File: src/rtl/cle_pkg.sv
package cle_pkg;

  localparam int LINE_LEN_DEF = 64;
  localparam int KEY_W        = 56;
  localparam int IDX_W        = 6;
  localparam int POS_W        = 7;
  localparam int BYTE_W       = 8;

  localparam logic [BYTE_W-1:0] CHAR_SPACE = 8'h20;
  localparam logic [BYTE_W-1:0] CHAR_TILDE = 8'h7e;

  localparam logic [KEY_W-1:0] KEY_ESC    = 56'h1b;
  localparam logic [KEY_W-1:0] KEY_BKSP   = 56'h7f;
  localparam logic [KEY_W-1:0] KEY_ENTER  = 56'h0a;
  localparam logic [KEY_W-1:0] KEY_RIGHT  = 56'h1b5b43;
  localparam logic [KEY_W-1:0] KEY_LEFT   = 56'h1b5b44;
  localparam logic [KEY_W-1:0] KEY_HOME   = 56'h1b5b48;
  localparam logic [KEY_W-1:0] KEY_END    = 56'h1b5b46;
  localparam logic [KEY_W-1:0] KEY_DEL    = 56'h1b5b337e;
  localparam logic [KEY_W-1:0] KEY_CRIGHT = 56'h1b5b313b3543;
  localparam logic [KEY_W-1:0] KEY_CLEFT  = 56'h1b5b313b3544;

endpackage

File: src/rtl/cle_ram.sv
module cle_ram #(
  parameter int W = 8,
  parameter int D = 64,
  localparam int AW = (D > 1) ? $clog2(D) : 1
) (
  input  logic          clk,
  input  logic          we,
  input  logic [AW-1:0] waddr,
  input  logic [W-1:0]  wdata,
  input  logic [AW-1:0] raddr,
  output logic [W-1:0]  rdata
);

  logic [W-1:0] mem [D];

  always_ff @(posedge clk) begin
    if (we) begin
      mem[waddr] <= wdata;
    end
    rdata <= mem[raddr];
  end

endmodule

File: src/rtl/command_line_editor_core.sv
// Line editor: holds one line of up to LINE_LEN bytes plus a cursor and takes one key word
// (terminal escape sequence, first byte highest) or one read command per start. Cursor
// keys, home, end, escape, enter, unknown keys and an insert at the line end finish
// straight from the idle state, a read through the RD state. Edits that shift bytes and
// word jumps walk the line store through its one read port and one write port, one byte
// per cycle: insert through SHR then INS, backspace and delete through SHL, word jumps
// through WRT or WLF. done pulses for one cycle with the result; the receiver cannot
// stall it. A new start is taken in the cycle done is high.
module command_line_editor_core import cle_pkg::*; #(
  parameter int LINE_LEN = LINE_LEN_DEF
) (
  input  logic              clk,
  input  logic              rst,
  input  logic              start,
  output logic              busy,
  input  logic              command,
  input  logic [KEY_W-1:0]  key_code,
  input  logic [IDX_W-1:0]  read_index,
  output logic              done,
  output logic              key_used,
  output logic [POS_W-1:0]  cursor_now,
  output logic [POS_W-1:0]  line_length,
  output logic [BYTE_W-1:0] read_byte,
  output logic              overflow
);

  localparam int CW = $clog2(LINE_LEN + 1);
  localparam int AW = $clog2(LINE_LEN);
  localparam int XW = (CW > IDX_W) ? CW : IDX_W;

  typedef enum logic [2:0] {
    IDLE, RD, WRT, WLF, SHL, SHR, INS
  } state_t;

  state_t            state;
  logic [CW-1:0]     cursor, length, dpos;
  logic              prev_sp, have_prev, rd_ok;
  logic [BYTE_W-1:0] ins_byte;

  logic [CW-1:0]     cur_inc, cur_dec, len_inc, len_dec, dpos_inc, dpos_dec;
  logic [XW-1:0]     ridx_x;
  logic              ridx_hit, len_full, rd_sp;
  logic              is_esc, is_left, is_right, is_home, is_end, is_bksp, is_del;
  logic              is_enter, is_cright, is_cleft, is_print;

  logic              ram_we;
  logic [AW-1:0]     ram_waddr, ram_raddr;
  logic [BYTE_W-1:0] ram_wdata, ram_rdata;

  cle_ram #(.W(BYTE_W), .D(LINE_LEN)) u_line (
    .clk   (clk),
    .we    (ram_we),
    .waddr (ram_waddr),
    .wdata (ram_wdata),
    .raddr (ram_raddr),
    .rdata (ram_rdata)
  );

  assign cur_inc  = cursor + CW'(1);
  assign cur_dec  = cursor - CW'(1);
  assign len_inc  = length + CW'(1);
  assign len_dec  = length - CW'(1);
  assign dpos_inc = dpos + CW'(1);
  assign dpos_dec = dpos - CW'(1);
  assign ridx_x   = XW'(read_index);
  assign ridx_hit = ridx_x < XW'(length);
  assign len_full = length == CW'(LINE_LEN);
  // line end reads as non-space
  assign rd_sp    = (dpos < length) && (ram_rdata == CHAR_SPACE);

  assign is_esc    = key_code == KEY_ESC;
  assign is_left   = key_code == KEY_LEFT;
  assign is_right  = key_code == KEY_RIGHT;
  assign is_home   = key_code == KEY_HOME;
  assign is_end    = key_code == KEY_END;
  assign is_bksp   = key_code == KEY_BKSP;
  assign is_del    = key_code == KEY_DEL;
  assign is_enter  = key_code == KEY_ENTER;
  assign is_cright = key_code == KEY_CRIGHT;
  assign is_cleft  = key_code == KEY_CLEFT;
  assign is_print  = (key_code >= KEY_W'(CHAR_SPACE)) && (key_code <= KEY_W'(CHAR_TILDE));

  assign busy        = state != IDLE;
  assign cursor_now  = POS_W'(cursor);
  assign line_length = POS_W'(length);

  // memory port: shifts read two positions ahead of the write, never the same entry
  always_comb begin
    ram_we    = 1'b0;
    ram_waddr = '0;
    ram_wdata = '0;
    ram_raddr = '0;
    unique case (state)
      IDLE: begin
        priority if (command) begin
          ram_raddr = ridx_x[AW-1:0];
        end else if (is_cright || is_bksp) begin
          ram_raddr = cursor[AW-1:0];
        end else if (is_cleft) begin
          ram_raddr = cur_dec[AW-1:0];
        end else if (is_del) begin
          ram_raddr = cur_inc[AW-1:0];
        end else if (is_enter) begin
          ram_we    = start && !len_full;
          ram_waddr = length[AW-1:0];
          ram_wdata = CHAR_SPACE;
        end else if (is_print) begin
          if (cursor == length) begin
            ram_we    = start && !len_full;
            ram_waddr = cursor[AW-1:0];
            ram_wdata = key_code[BYTE_W-1:0];
          end else begin
            ram_raddr = len_dec[AW-1:0];
          end
        end else begin
          ram_raddr = '0;
        end
      end
      RD: ;
      WRT: ram_raddr = dpos_inc[AW-1:0];
      WLF: ram_raddr = dpos_dec[AW-1:0];
      SHL: begin
        ram_we    = 1'b1;
        ram_waddr = dpos_dec[AW-1:0];
        ram_wdata = ram_rdata;
        ram_raddr = dpos_inc[AW-1:0];
      end
      SHR: begin
        ram_we    = 1'b1;
        ram_waddr = dpos_inc[AW-1:0];
        ram_wdata = ram_rdata;
        ram_raddr = dpos_dec[AW-1:0];
      end
      INS: begin
        ram_we    = 1'b1;
        ram_waddr = cursor[AW-1:0];
        ram_wdata = ins_byte;
      end
    endcase
  end

  always_ff @(posedge clk) begin
    if (rst) begin
      state     <= IDLE;
      cursor    <= '0;
      length    <= '0;
      done      <= 1'b0;
      key_used  <= 1'b0;
      overflow  <= 1'b0;
      have_prev <= 1'b0;
    end else begin
      done <= 1'b0;
      unique case (state)
        IDLE: begin
          if (start) begin
            key_used  <= 1'b1;
            overflow  <= 1'b0;
            read_byte <= '0;
            priority if (command) begin
              key_used <= 1'b0;
              rd_ok    <= ridx_hit;
              state    <= RD;
            end else if (is_esc) begin
              cursor <= '0;
              length <= '0;
              done   <= 1'b1;
            end else if (is_left) begin
              if (cursor != '0) cursor <= cur_dec;
              done <= 1'b1;
            end else if (is_right) begin
              if (cursor < length) cursor <= cur_inc;
              done <= 1'b1;
            end else if (is_home) begin
              cursor <= '0;
              done   <= 1'b1;
            end else if (is_end) begin
              cursor <= length;
              done   <= 1'b1;
            end else if (is_bksp) begin
              if (cursor == '0) begin
                done <= 1'b1;
              end else begin
                cursor <= cur_dec;
                if (cursor < length) begin
                  dpos  <= cursor;
                  state <= SHL;
                end else begin
                  length <= len_dec;
                  done   <= 1'b1;
                end
              end
            end else if (is_del) begin
              if (cursor < length && cur_inc < length) begin
                dpos  <= cur_inc;
                state <= SHL;
              end else begin
                if (cursor < length) length <= len_dec;
                done <= 1'b1;
              end
            end else if (is_enter) begin
              if (len_full) begin
                overflow <= 1'b1;
              end else begin
                length <= len_inc;
                cursor <= len_inc;
              end
              done <= 1'b1;
            end else if (is_cright) begin
              if (cursor < length) begin
                dpos      <= cursor;
                have_prev <= 1'b0;
                state     <= WRT;
              end else begin
                done <= 1'b1;
              end
            end else if (is_cleft) begin
              if (cursor > CW'(1)) begin
                dpos      <= cur_dec;
                have_prev <= 1'b0;
                state     <= WLF;
              end else begin
                cursor <= '0;
                done   <= 1'b1;
              end
            end else if (is_print) begin
              if (len_full) begin
                overflow <= 1'b1;
                done     <= 1'b1;
              end else if (cursor == length) begin
                length <= len_inc;
                cursor <= cur_inc;
                done   <= 1'b1;
              end else begin
                ins_byte <= key_code[BYTE_W-1:0];
                dpos     <= len_dec;
                state    <= SHR;
              end
            end else begin
              key_used <= 1'b0;
              done     <= 1'b1;
            end
          end
        end
        RD: begin
          read_byte <= rd_ok ? ram_rdata : '0;
          done      <= 1'b1;
          state     <= IDLE;
        end
        SHL: begin
          if (dpos_inc < length) begin
            dpos <= dpos_inc;
          end else begin
            length <= len_dec;
            done   <= 1'b1;
            state  <= IDLE;
          end
        end
        SHR: begin
          if (dpos > cursor) dpos <= dpos_dec;
          else state <= INS;
        end
        INS: begin
          length <= len_inc;
          cursor <= cur_inc;
          done   <= 1'b1;
          state  <= IDLE;
        end
        WRT: begin
          // stop on a word start: space behind, non-space here, or line end
          if (!have_prev) begin
            prev_sp   <= rd_sp;
            have_prev <= 1'b1;
            dpos      <= dpos_inc;
          end else if ((prev_sp && !rd_sp) || dpos == length) begin
            cursor <= dpos;
            done   <= 1'b1;
            state  <= IDLE;
          end else begin
            prev_sp <= rd_sp;
            dpos    <= dpos_inc;
          end
        end
        WLF: begin
          // prev_sp holds the space flag of dpos + 1
          if (!have_prev) begin
            prev_sp   <= rd_sp;
            have_prev <= 1'b1;
            dpos      <= dpos_dec;
          end else if (rd_sp && !prev_sp) begin
            cursor <= dpos_inc;
            done   <= 1'b1;
            state  <= IDLE;
          end else if (dpos == '0) begin
            cursor <= '0;
            done   <= 1'b1;
            state  <= IDLE;
          end else begin
            prev_sp <= rd_sp;
            dpos    <= dpos_dec;
          end
        end
      endcase
    end
  end

  a_bounds: assert property (@(posedge clk) disable iff (rst)
    length <= CW'(LINE_LEN) && cursor <= length)
    else $error("cursor or length out of range");

  a_done_idle: assert property (@(posedge clk) disable iff (rst)
    done |-> !busy)
    else $error("result word while still busy");

  a_accept: assert property (@(posedge clk) disable iff (rst)
    start && !busy |=> done || busy)
    else $error("accepted word produced neither result nor work");

  a_ovf_used: assert property (@(posedge clk) disable iff (rst)
    done && overflow |-> key_used)
    else $error("overflow flagged on unused key");

endmodule

File: config.mk
export PLATFORM = sky130hd
export DESIGN_NAME = command_line_editor_core
export DESIGN_NICKNAME = d
export VERILOG_FILES = /design/src/rtl/cle_pkg.sv /design/src/rtl/cle_ram.sv /design/src/rtl/command_line_editor_core.sv
export SDC_FILE = /design/constraint.sdc
export NUM_CORES = 1
export LEC_CHECK = 0
export BUFFER_PORTS_ARGS = -buffer_cell sky130_fd_sc_hd__buf_2
export CORE_MARGIN = 2
export CORE_UTILIZATION = 40
export DETAILED_ROUTE_END_ITERATION = 12
export SETUP_SLACK_MARGIN = 0.15
export SYNTH_ARGS = -nofsm -noshare
export SYNTH_HDL_FRONTEND = slang
export SYNTH_SLANG_ARGS = --single-unit
export TNS_END_PERCENT = 50
File: constraint.sdc
create_clock -name clk -period 6.2 [get_ports clk]
set_input_delay 0.31 -clock clk [delete_from_list [all_inputs] [get_ports clk]]
set_output_delay 0.31 -clock clk [all_outputs]
set_load 0.005 [all_outputs]
After elaboration in Yosys (flattened, before gate mapping) --
Memories as Yosys holds them, arrays and structs flattened. A register that Yosys moved wholly into a read port is not among the register bits. Index checks and enable logic that the tools add are counted.
Cells by class: add/subtract/negate cells 6, order comparisons 9, equality and inequality tests 89, multiplexer cells 211, bitwise operators 14, reductions and logical operators 38
Operator list (number):
- two-way mux 7 bit | 71
- == test 56 x 21 -> 1 bit (second input constant) | 4
- == test 56 x 45 -> 1 bit (second input constant) | 2
- two-way mux 6 bit | 14
- two-way mux 3 bit | 27
- two-way mux 1 bit | 78
- two-way mux 8 bit | 9
- == test 56 x 29 -> 1 bit (second input constant) | 1
- == test 56 x 4 -> 1 bit (second input constant) | 1
- == test 56 x 5 -> 1 bit (second input constant) | 1
- == test 56 x 7 -> 1 bit (second input constant) | 1
- >= comparator 56 x 6 -> 1 bit (second input constant) | 1
- less-or-equal comparator 56 x 7 -> 1 bit (second input constant) | 1
- != test 6 bit (second input constant) | 9
- != test 3 bit (second input constant) | 17
- AND reduction 21 bit | 2
- one-hot mux 7 bit (5 select lines) | 1
- != test 2 bit (second input constant) | 17
- AND reduction 17 bit | 2
- != test 10 bit (second input constant) | 3
- != test 5 bit (second input constant) | 6
- < comparator 7 bit | 4
- != test 4 bit (second input constant) | 7
- != test 7 bit (second input constant) | 4
- other kinds (42) | 84
Word-level totals: bits in registers 46, RAM bits 512, input port bits 66, output and inout port bits 26, logic and storage cells 380, memories 1
Memory list:
- u_line.mem | words 64, width 8, rd ports 1, clocked after memory_dff 1, wr ports 1, line cle_ram.sv:14 | logic [W-1:0] mem [D];

Logic depth before layout (Yosys ltp) --
word-level depth 17, mapped depth 16, mapped depth without buffers 14

By module --
A second synthesis with hierarchy kept.
Second synthesis, totals: cells, all modules 1821, area total of the unflattened synthesis 26354.0 um^2
By module, submodules not included:
- cle_ram | times used 1, cells an instance 972, area an instance 20190.6 um^2, seq. area each 15534.9 um^2
- command_line_editor_core | times used 1, cells an instance 849, area an instance 6163.4 um^2, seq. area each 1171.1 um^2

Worst setup path after synthesis --
OpenSTA, ideal clock, no wires.
path kind input to register, start input key_code[52], end memory u_line.mem[0][5], data pin, library setup time 0.721 ns, arrival 4.674 ns, required time 5.479 ns, slack 0.805 ns, stages on the path 8, cell sequence nor4_1 > nand4_1 > nor2_1 > buf_2 > nand3_1 > nor2_1 > nor2_1 > o31ai_1
Between the ends: cells in the longest elaborated chain, start to end 9, elaborated cells between the ends (all ways) 16
Ends and longest elaborated chain:
- start, declared | line command_line_editor_core.sv:17 | input logic [KEY_W-1:0] key_code,
- >= comparator 56 x 6 -> 1 bit / less-or-equal comparator 56 x 7 -> 1 bit (equally long branches) | line command_line_editor_core.sv:81 | assign is_print = (key_code >= KEY_W'(CHAR_SPACE)) && (key_code <= KEY_W'(CHAR_TILDE));
- logical AND 1 bit | line command_line_editor_core.sv:81
- two-way mux 8 bit | line command_line_editor_core.sv:107 | end else if (is_print) begin
- two-way mux 8 bit | line command_line_editor_core.sv:103 | end else if (is_enter) begin
- two-way mux 8 bit | line command_line_editor_core.sv:101 | end else if (is_del) begin
- two-way mux 8 bit | line command_line_editor_core.sv:99 | end else if (is_cleft) begin
- two-way mux 8 bit (*) | line command_line_editor_core.sv:97 | end else if (is_cright || is_bksp) begin
- two-way mux 8 bit (*) | line command_line_editor_core.sv:95 | priority if (command) begin
- one-hot mux 8 bit (3 select lines) (*) | line command_line_editor_core.sv:93 | unique case (state)
- named net ram_wdata[5] | line command_line_editor_core.sv:48 | logic [BYTE_W-1:0] ram_wdata, ram_rdata;
- end, declared | line cle_ram.sv:14
Mark *: on every way through the listed nets, which the timed path passes. The rest lies on a longest branch.

Worst setup path in the final report --
start register cursor[2] (netlist: cursor_now[2]), end register u_line.rdata[0], read port of u_line.mem
Between the ends: cells in the longest elaborated chain, start to end 9, elaborated cells between the ends (all ways) 11
Ends and longest elaborated chain:
- start, declared | line command_line_editor_core.sv:36 | logic [CW-1:0] cursor, length, dpos;
- start signal, assigned | line command_line_editor_core.sv:168 | if (cursor != '0) cursor <= cur_dec;
- start signal, assigned | line command_line_editor_core.sv:171 | if (cursor < length) cursor <= cur_inc;
- start signal, assigned | line command_line_editor_core.sv:177 | cursor <= length;
- == test 7 bit | line command_line_editor_core.sv:108 | if (cursor == length) begin
- two-way mux 6 bit | line command_line_editor_core.sv:108
- two-way mux 6 bit | line command_line_editor_core.sv:107
- two-way mux 6 bit | line command_line_editor_core.sv:103
- two-way mux 6 bit | line command_line_editor_core.sv:101
- two-way mux 6 bit | line command_line_editor_core.sv:99
- two-way mux 6 bit (*) | line command_line_editor_core.sv:97
- two-way mux 6 bit (*) | line command_line_editor_core.sv:95
- one-hot mux 6 bit (3 select lines) (*) | line command_line_editor_core.sv:93
- end, declared | line cle_ram.sv:11 | output logic [W-1:0] rdata
Every way passes the cells marked *; elsewhere a longest branch is shown, timed or not. A chain may end at the register's enable or synchronous reset.

==> qor.txt <==
Synth Area in Adders - 2.25%
slowest stage delay, CP - 0.88 ns
top cells by area, synth - edfxtp_1, mux2i_1, nand3_1, nand2_1, ha_1
simple-gate share of the synthesized area - 14.9%
Post-CTS Setup Repair Bufs - 0
largest family of logic cells by synthesized area - simple AND/OR/NAND/NOR gates
post-route setup slack - 0.999 ns
setup TNS - 0 ns
share of layout cells above drive strength 1 - 12.8%
top cell type's share of synthesized area - 60.5%
fin cells - 3224
area added between synthesis and finish - 13.6%
worst slew pin tran - 1.31 ns
die height - 262 um
largest net degree at the start of global routing - 99
DR pass1 iterations - 6
Mapped Nets - 2332
CTS Root Cell - clkbuf_16
Worst Path Max Fanout - 54
final period utilization - 83.9%
CTS buffer count - 59
Total Routing Usage GR - 24.9%
PortBufs - 91
Post-layout nets - 2424
routed length per instance - 26.6 um
# fillers - 5974
multiplexer share of the synthesized area - 3.83%
die area - 68700 um^2
Synth Register Bits - 566
number of global-route vias before repair - 18900
PwrDens - 387 nW/um^2
Hold Path Class - in -> reg
Max rail drop VDD - 292 uV
slowest CP cell - dfxtp_1
startpoint types - flip-flop
Post-Synth XOR/XNOR Area - 1.18%
status - complete, no violations
clk sinks - 566
fin crit period - 5.20 ns
Achievable Freq - 0.192 GHz
Post-synth EDFFs - 537
GP Congestion - 1.01
CORE AREA - 65900 um^2
post-synthesis compound-gate area fraction - 12.1%
Crit Path Class - reg -> reg
DP Area - 28300 um^2
CTS tree - built
Post-DP HPWL - 57300 um
Antenna Violating Nets Remaining - 0
count leader, synth - edfxtp_1
RSZ-0062 raised after global routing - no
std cell rows - 94
post-DR vias/cell - 6.12
total grt overflow - 0
Max Buffers Root-to-Sink - 3
DRC - 0
headroom to the max-slew limit - 11.7%
dominant cell type by area after synthesis - edfxtp_1
placed cell count - 3107
initial antenna violation count - 2
Post-Syn Instances - 2218
clk_skew - 0.0335 ns
final max-slew violation count - 0
Syn. warnings - 0
CP arrival - 5.74 ns
synth unique cells - 80
Synth Flop Type - edfxtp_1
Cell Area, Synth - 26700 um^2
Initial Util - 40.5%
list of most frequent post-synthesis cells - edfxtp_1, nand2_1, nand3_1
Required @ worst endpoint - 6.74 ns
Setup Viol. Count Final - 0
ys async rst share - 0%
Synth Area per Inst - 12.0 um^2
Placement Setup Slack - 0.988 ns
DR iter-0 viols - 2834
CTS clk-pin slew, worst paths - 0.06 ns
drt total wl - 85700 um
post-synthesis sequential area ratio - 62.7%
endpoint class of the critical path - flip-flop
design area - 30300 um^2
final hold vios - 0
DR vias - 19700
minimum hold slack - 0.0583 ns
Ports - 92
global-route wire length before repair - 126000 um
worst path cell trace - ha_1 > nand3_1 > or2_0 > and4_1 > a211oi_2 > a21oi_4 > buf_12 > buf_4 > mux2i_1 > o211ai_1 > a221oi_1 > a22o_1 > nor3_1
Die X-Extent - 262 um
leak pwr - 10.2 nW
max-cap viol count - 0
H-tree Lvls - 2
Clk Latency, worst-skew pair - 0.65 ns
## final timing paths
kind,cells past startpoint,slack [ns],endpoint,startpoint
hold reg to reg,2,0.46,overflow$_SDFFE_PP0P_,overflow$_SDFFE_PP0P_
setup / recovery,13,1.0,u_line.rdata[0]$_DFF_P_,cursor_now[2]$_SDFFE_PP0P_
hold / removal,1,0.06,ins_byte[0]$_DFFE_PP_,key_code[0]
setup reg to reg,13,1.0,u_line.rdata[0]$_DFF_P_,cursor_now[2]$_SDFFE_PP0P_
## state kept, by name (all words and copies together) (netlist names)
| name | count |
|---|---|
| overflow | 1 |
| key_used | 1 |
| cursor_now | 7 |
| line_length | 7 |
| have_prev | 1 |
| ins_byte | 8 |
| state | 3 |
| rd_ok | 1 |
| done | 1 |
| dpos | 7 |
| u_line.mem | 512 |
| prev_sp | 1 |
| read_byte | 8 |
| u_line.rdata | 8 |
## layout by cell type (no fill, tap or decap), drive strengths merged, types with 9 or more instances in the layout
cell type | Yosys | final
o21ai | 54 | 54
xnor2 | 31 | 31
nand2b | 13 | 13
nand2 | 255 | 255
mux2i | 101 | 101
a311oi | 9 | 9
edfxtp | 537 | 537
and2 | 18 | 18
nor4 | 19 | 19
a22o | 10 | 10
nand3 | 195 | 195
a21o | 10 | 10
a21oi | 70 | 70
o22ai | 12 | 12
a32oi | 9 | 9
a211oi | 37 | 37
clkbuf | 75 | 71
or3 | 15 | 15
buf | 73 | 173
dfxtp | 29 | 29
nor2b | 12 | 12
a22oi | 11 | 11
nor3 | 42 | 42
o221ai | 33 | 33
clkinv | 3 | 31
o21a | 13 | 13
ha | 48 | 48
and3 | 57 | 57
a221oi | 10 | 10
a31oi | 83 | 83
a2111oi | 15 | 15
nor2 | 145 | 145
o211ai | 31 | 31
nand4 | 22 | 22
inv | 46 | 47
## layout make-up
type / instances / area (um^2) / area share, %
tap: 864 / 1080 / 3.57
multi-input combinational: 1455 / 9170 / 30.3
clock inverter: 39 / 422 / 1.39
inverter: 49 / 186 / 0.616
timing repair buffer: 179 / 1190 / 3.94
antenna: 1 / 2.50 / 0.00826
clock buffer: 71 / 1520 / 5.02
sequential: 566 / 16700 / 55.2
## kinds of logic (layout without fill, tap and decap cells)
kind of cell / count (synthesis) / count (layout)
AO/OA/AOI/OAI: 453 / 453
XOR/XNOR: 36 / 36
adder cells (fa/ha/maj): 48 / 48
buffers and inverters: 197 / 338
flip-flops: 566 / 566
multiplexers: 102 / 102
other: 0 / 1
AND/OR/NAND/NOR: 816 / 816
## critical path: cells and delay by family (launching register included)
family | cells | cell delay, ns
adders and majority gates | 1 | 0.37
muxes | 1 | 0.27
DFF | 1 | 0.88
buffers and inverters | 2 | 0.67
and+or+nand+nor | 4 | 1.02
AOI/OAI and AO/OA | 5 | 1.84
## power breakdown
group | leakage, nW | switching [mW] | total (mW) | internal, mW
Sequential | 5.20 | 0.185 | 4.63 | 4.44
Clock | 0.945 | 1.52 | 3.57 | 2.05
Combinational | 4.06 | 2.40 | 3.53 | 1.13
## per-layer routing
| layer | global-route usage [%] | part of all wire, % | vias up |
|---|---|---|---|
| li1 | - | - | 8734 |
| met1 | 33.4 | 41 | 9768 |
| met2 | 40.0 | 47 | 1029 |
| met3 | 4.66 | 8.5 | 207 |
| met4 | 9.70 | 4.1 | 0 |
| met5 | 0 | 0 | - |
## per-stage QoR
stage	power, mW	util, %
final	11.7	46.0
after global routing	12.1	46.0
after CTS	11.7	46.0
after detailed placement	8.17	42.9
after global placement	8.16	42.9
after floorplan	6.72	-
## what timing repair did
item | 4_1_cts | 5_1_grt
hold buffers | 6 | 0
hold endpoints to repair | 6 | 0
gates resized for setup | 0 | 0
Power figures use the tool's default switching activity.
